[src/rtl/ctr_pkg.sv]
// ----------------------------------------------------------------------------
// Coverage trace recorder package
// Shared sizes, field positions, event kinds and the control/status bundles
// between the sequencer and the datapath.
// ----------------------------------------------------------------------------
package ctr_pkg;

    // Store depths
    localparam int INSN_DEPTH  = 1024;
    localparam int BLOCK_DEPTH = 64;
    localparam int INSN_AW     = $clog2(INSN_DEPTH);
    localparam int BLOCK_AW    = $clog2(BLOCK_DEPTH);
    localparam int INSN_CW     = $clog2(INSN_DEPTH + 1);
    localparam int BLOCK_CW    = $clog2(BLOCK_DEPTH + 1);

    // Field widths
    localparam int KIND_W     = 3;
    localparam int OFFSET_W   = 64;
    localparam int INDEX_W    = 10;
    localparam int COUNT_W    = 64;
    localparam int ICAP_W     = 11;
    localparam int BCAP_W     = 7;
    localparam int CFG_IDX_W  = 1;
    localparam int CFG_DATA_W = 11;

    // Input transfer layout: tdata = {pad, index, offset}
    localparam int IN_OFF_LSB = 0;
    localparam int IN_IDX_LSB = OFFSET_W;
    localparam int IN_BITS    = OFFSET_W + INDEX_W;
    localparam int IN_W       = ((IN_BITS + 7) / 8) * 8;

    // Output transfer layout, lowest field first
    localparam int OUT_HIT_LSB = 0;
    localparam int OUT_RD_LSB  = 1;
    localparam int OUT_IC_LSB  = OUT_RD_LSB + OFFSET_W;
    localparam int OUT_BC_LSB  = OUT_IC_LSB + COUNT_W;
    localparam int OUT_IS_LSB  = OUT_BC_LSB + COUNT_W;
    localparam int OUT_BS_LSB  = OUT_IS_LSB + ICAP_W;
    localparam int OUT_OV_LSB  = OUT_BS_LSB + BCAP_W;
    localparam int OUT_BITS    = OUT_OV_LSB + 1;
    localparam int OUT_W       = ((OUT_BITS + 7) / 8) * 8;

    // Event kinds
    typedef enum logic [KIND_W-1:0] {
        KIND_INSN       = 3'd0,
        KIND_BLOCK      = 3'd1,
        KIND_QUERY      = 3'd2,
        KIND_READ_LOG   = 3'd3,
        KIND_READ_BLOCK = 3'd4
    } kind_t;

    // Configuration register indexes
    localparam logic [CFG_IDX_W-1:0] CFG_INSN_CAP  = 1'b0;
    localparam logic [CFG_IDX_W-1:0] CFG_BLOCK_CAP = 1'b1;

    // Sequencer to datapath commands
    typedef struct packed {
        logic load;     // capture the accepted item
        logic prep;     // issue reads at the item index, clear search state
        logic scan;     // step the block set search
        logic commit;   // update state and load the result register
    } ctr_cmd_t;

    // Datapath to sequencer status
    typedef struct packed {
        logic need_scan;  // item searches the block set
        logic scan_done;  // search has covered every held entry
    } ctr_stat_t;

endpackage

[src/rtl/ctr_ctrl.sv]
// ----------------------------------------------------------------------------
// Coverage trace recorder sequencer
// Steps each item through capture, read issue, block search (block events and
// queries only) and commit, and owns the valid flag of the result register.
// ----------------------------------------------------------------------------
module ctr_ctrl (
    input  logic               clk,
    input  logic               rst_n,
    input  logic               s_tvalid,
    output logic               s_tready,
    output logic               m_tvalid,
    input  logic               m_tready,
    output ctr_pkg::ctr_cmd_t  cmd,
    input  ctr_pkg::ctr_stat_t stat
);
    import ctr_pkg::*;

    typedef enum logic [1:0] {
        ST_IDLE,
        ST_PREP,
        ST_SCAN,
        ST_COMMIT
    } state_t;

    state_t state_reg;
    logic   out_valid_reg;
    logic   out_free;

    // Result slot frees when empty or taken this cycle
    assign out_free = !out_valid_reg || m_tready;

    assign s_tready   = (state_reg == ST_IDLE);
    assign m_tvalid   = out_valid_reg;
    assign cmd.load   = (state_reg == ST_IDLE) && s_tvalid;
    assign cmd.prep   = (state_reg == ST_PREP);
    assign cmd.scan   = (state_reg == ST_SCAN);
    assign cmd.commit = (state_reg == ST_COMMIT) && out_free;

    // Advance the sequence and hold the result valid flag
    always_ff @(posedge clk or negedge rst_n)
    begin
        if (!rst_n)
        begin
            state_reg     <= ST_IDLE;
            out_valid_reg <= 1'b0;
        end
        else
        begin
            // Raise the flag at commit, drop it once the result is taken
            if (cmd.commit)
                out_valid_reg <= 1'b1;
            else if (m_tready)
                out_valid_reg <= 1'b0;
            case (state_reg)
                ST_IDLE:
                    if (s_tvalid)
                        state_reg <= ST_PREP;
                ST_PREP:
                    state_reg <= stat.need_scan ? ST_SCAN : ST_COMMIT;
                ST_SCAN:
                    if (stat.scan_done)
                        state_reg <= ST_COMMIT;
                ST_COMMIT:
                    if (out_free)
                        state_reg <= ST_IDLE;
                default:
                    state_reg <= ST_IDLE;
            endcase
        end
    end

endmodule

[config.mk]
export PLATFORM = sky130hd
export DESIGN_NAME = ctr_ctrl
export DESIGN_NICKNAME = d
export VERILOG_FILES = /design/src/rtl/ctr_pkg.sv /design/src/rtl/ctr_ctrl.sv
export SDC_FILE = /design/constraint.sdc
export NUM_CORES = 1
export LEC_CHECK = 0
export BUFFER_PORTS_ARGS = -buffer_cell sky130_fd_sc_hd__buf_2
export CAP_MARGIN = 20
export CORE_AREA = 2 2 39 41
export CTS_CLUSTER_SIZE = 10
export DETAILED_ROUTE_END_ITERATION = 8
export DIE_AREA = 0 0 41 43
export SETUP_SLACK_MARGIN = 0.05
export SLEW_MARGIN = 15
export SYNTH_ARGS = -nofsm -noshare
export SYNTH_HDL_FRONTEND = slang
export SYNTH_SLANG_ARGS = --single-unit
[constraint.sdc]
create_clock -name clk -period 1.4 [get_ports clk]
set_input_delay 0.28 -clock clk [delete_from_list [all_inputs] [get_ports clk]]
set_output_delay 0.28 -clock clk [all_outputs]
set_load 0.005 [all_outputs]
==> out/results.ini <==
[run_status]
status = finished, violations left
violations = setup timing

[power]
leakagePower_nw = 0.2439
power_mw = 1.230
vdd_drop_max_v = 0.0009073
power.density_nw_per_um2 = 2392

[timing]
min_period_ns = 1.432
tightest_slew_ns = 0.2321
finalSetupTns_ns = -0.05289
hold_viol = 0
setup_slack_ns = -0.03179
min_period_over_period_pct = 102.3
rsz0062_at_grt = true
relSlewSlack_pct = 84.52
fmax_ghz = 0.6984
setup_viol = 2
report.final.slew_viol_count = 0
fin_skew_ns = 0.003009

[global_routing]
globalRouteTotalUtil_pct = 10.33
antenna_found_initial = 0
grt-ovfl-total = 0
first_global_vias = 250
grt_pass1_wl_um = 1090
grt_max_degree = 5

[detailed_routing]
wirelength_um = 625
dr.pass1.iters = 1
dr.first_iter.drc_count = 0
vias = 240
drcViolationCount = 0
ant_nets = 0
routedWlPerCell_um = 10.08
viasPerCell = 3.871

[clocking]
worstSkewPairLatency_ns = 0.23
root_buffer = clkbuf_4
cts_tree = yes
htree_levels = 1
path_clk_slew_ns = 0.04
clock_path_buffers = 2
cts.sinks = 3
cts_buffers = 3

[floorplan]
rows = 14
die_w_um = 41
die-area_um2 = 1763
core_um2 = 1384
die_h_um = 43
pin_count = 12
initial_utilization_pct = 17.63

[logic_synthesis]
seq_area_frac_synth_pct = 30.77
synth_compound_area_share_pct = 14.36
yosysWarnings = 0
synthTopCellsByArea = dfrtp_1, ha_1, o221ai_4, inv_1, mux2_4
yosysTopAreaCell = dfrtp_1
synth_ff_type = dfrtp_1
muxShareOfSynthArea_pct = 10.26
synth_fa_ha_area_share_pct = 20.51
syn_area_um2 = 244.0
synth_fp_nets = 31
synth_top_family_by_area = adder cells
ys_ff_latch = 3
synth_xor_area_share_pct = 0
synthSimpleGateAreaFrac_pct = 17.95
synth_common_cells = ha_1, inv_1, dfrtp_1
ys_async_sr_fraction_pct = 100.0
synth_edf_count = 0
netlist_instances = 21
synth.top_cell.area_share_pct = 30.77
synth_cell_types = 13
avgSynthCellArea_um2 = 11.62

[layout]
fillers = 141
finish.utilization_pct = 37.16
drive_above_1_share_pct = 76.09
largest_reg_flops = 2
area_delta_synth_final_pct = 110.8
final_nets = 57
n_antenna_cell = 0

[setup_path]
worstSetupEndpointType = primary output
cp-start-kind = register
path_class = reg -> out
worstPathArrival_ns = 1.15
required_ns = 1.12
crit_fanout = 3

[min_path]
hp-class = in -> reg

[placement]
post-place-ws_ns = 0.003690
gp_congestion = 0.6721
io_buffers = 11

[job]
max_cap_violations = 0

## logic make-up (layout without fill, tap and decap cells)
| kind of cell | count (synthesis) | count (layout) |
|---|---|---|
| mux | 2 | 2 |
| compound gates | 2 | 2 |
| flops | 3 | 3 |
| fa+ha+maj | 4 | 4 |
| simple gates | 6 | 6 |
| buf+inv | 4 | 29 |
## metrics by stage
stage	instance area, µm²	std cells	hold slack, ns
after detailed placement	329.1	49	0.07903
after global placement	329.1	49	0.08068
after global routing	514.2	62	0.3510
final	514.2	62	0.3448
after CTS	488.0	61	0.3394
after floorplan	246.5	21	-0.01559
## path summary, 6_finish.rpt
| path | start | cells past startpoint | endpoint | slack, ns |
|---|---|---|---|---|
| min | m_tready | 3 | m_tvalid$_DFFE_PN0P_ | 0.34 |
| max | state_reg[1]$_DFFE_PN0P_ | 4 | cmd[0] | -0.03 |
| max reg2reg | state_reg[0]$_DFFE_PN0P_ | 6 | state_reg[1]$_DFFE_PN0P_ | -0.02 |
| min in group asynchronous | rst_n | 2 | m_tvalid$_DFFE_PN0P_ | 0.37 |
| max in group asynchronous | rst_n | 2 | state_reg[1]$_DFFE_PN0P_ | 0.92 |
| min reg2reg | m_tvalid$_DFFE_PN0P_ | 2 | m_tvalid$_DFFE_PN0P_ | 0.55 |
## timing repair
item / in CTS / in global routing
gates cloned: 0 / 0
setup buffers: 8 / 1
setup endpoints to repair: 4 / 6
hold buffers: 1 / 0
pin swaps: 2 / 1
hold endpoints to repair: 3 / 0
resized for setup: 15 / 4
## layout make-up
class	count	area, µm²	area share (%)
multi-input combinational	14	207.7	40.39
timing repair buffer	21	170.2	33.09
sequential	3	75.07	14.60
clock buffer	4	26.28	5.109
tap	16	20.02	3.893
inverter	4	15.01	2.920
## power by group
group	total (mW)	switching (mW)	internal, mW
sequential	0.180	0.0448	0.136
combinational	0.897	0.343	0.554
clock	0.152	0.0453	0.107
total	1.23	0.433	0.797
## cell usage in the layout, fill, tap and decap left out, drive strengths merged
| cell type | synthesis | routed |
|---|---|---|
| a221oi | 1 | 1 |
| and2 | 2 | 2 |
| buf | 0 | 20 |
| clkbuf | 0 | 4 |
| dfrtp | 3 | 3 |
| dlygate4sd3 | 0 | 1 |
| ha | 4 | 4 |
| inv | 4 | 4 |
| mux2 | 1 | 1 |
| mux2i | 1 | 1 |
| nand2 | 1 | 1 |
| nand2b | 2 | 2 |
| nor2b | 1 | 1 |
| o221ai | 1 | 1 |
## metal layers
metal	vias up	track usage, %	wire, µm
li1	118	-	-
met1	107	10.58	242
met2	13	14.37	325
met3	2	4.712	38
met4	0	10.00	19
met5	-	0	0
## worst max-delay path: stages, from the launching register on
cell and delay [ns]:
dfrtp_1 0.39, buf_6 0.14, ha_4 0.15, and2_4 0.13, buf_6 0.10
Power figures use the tool's default switching activity.
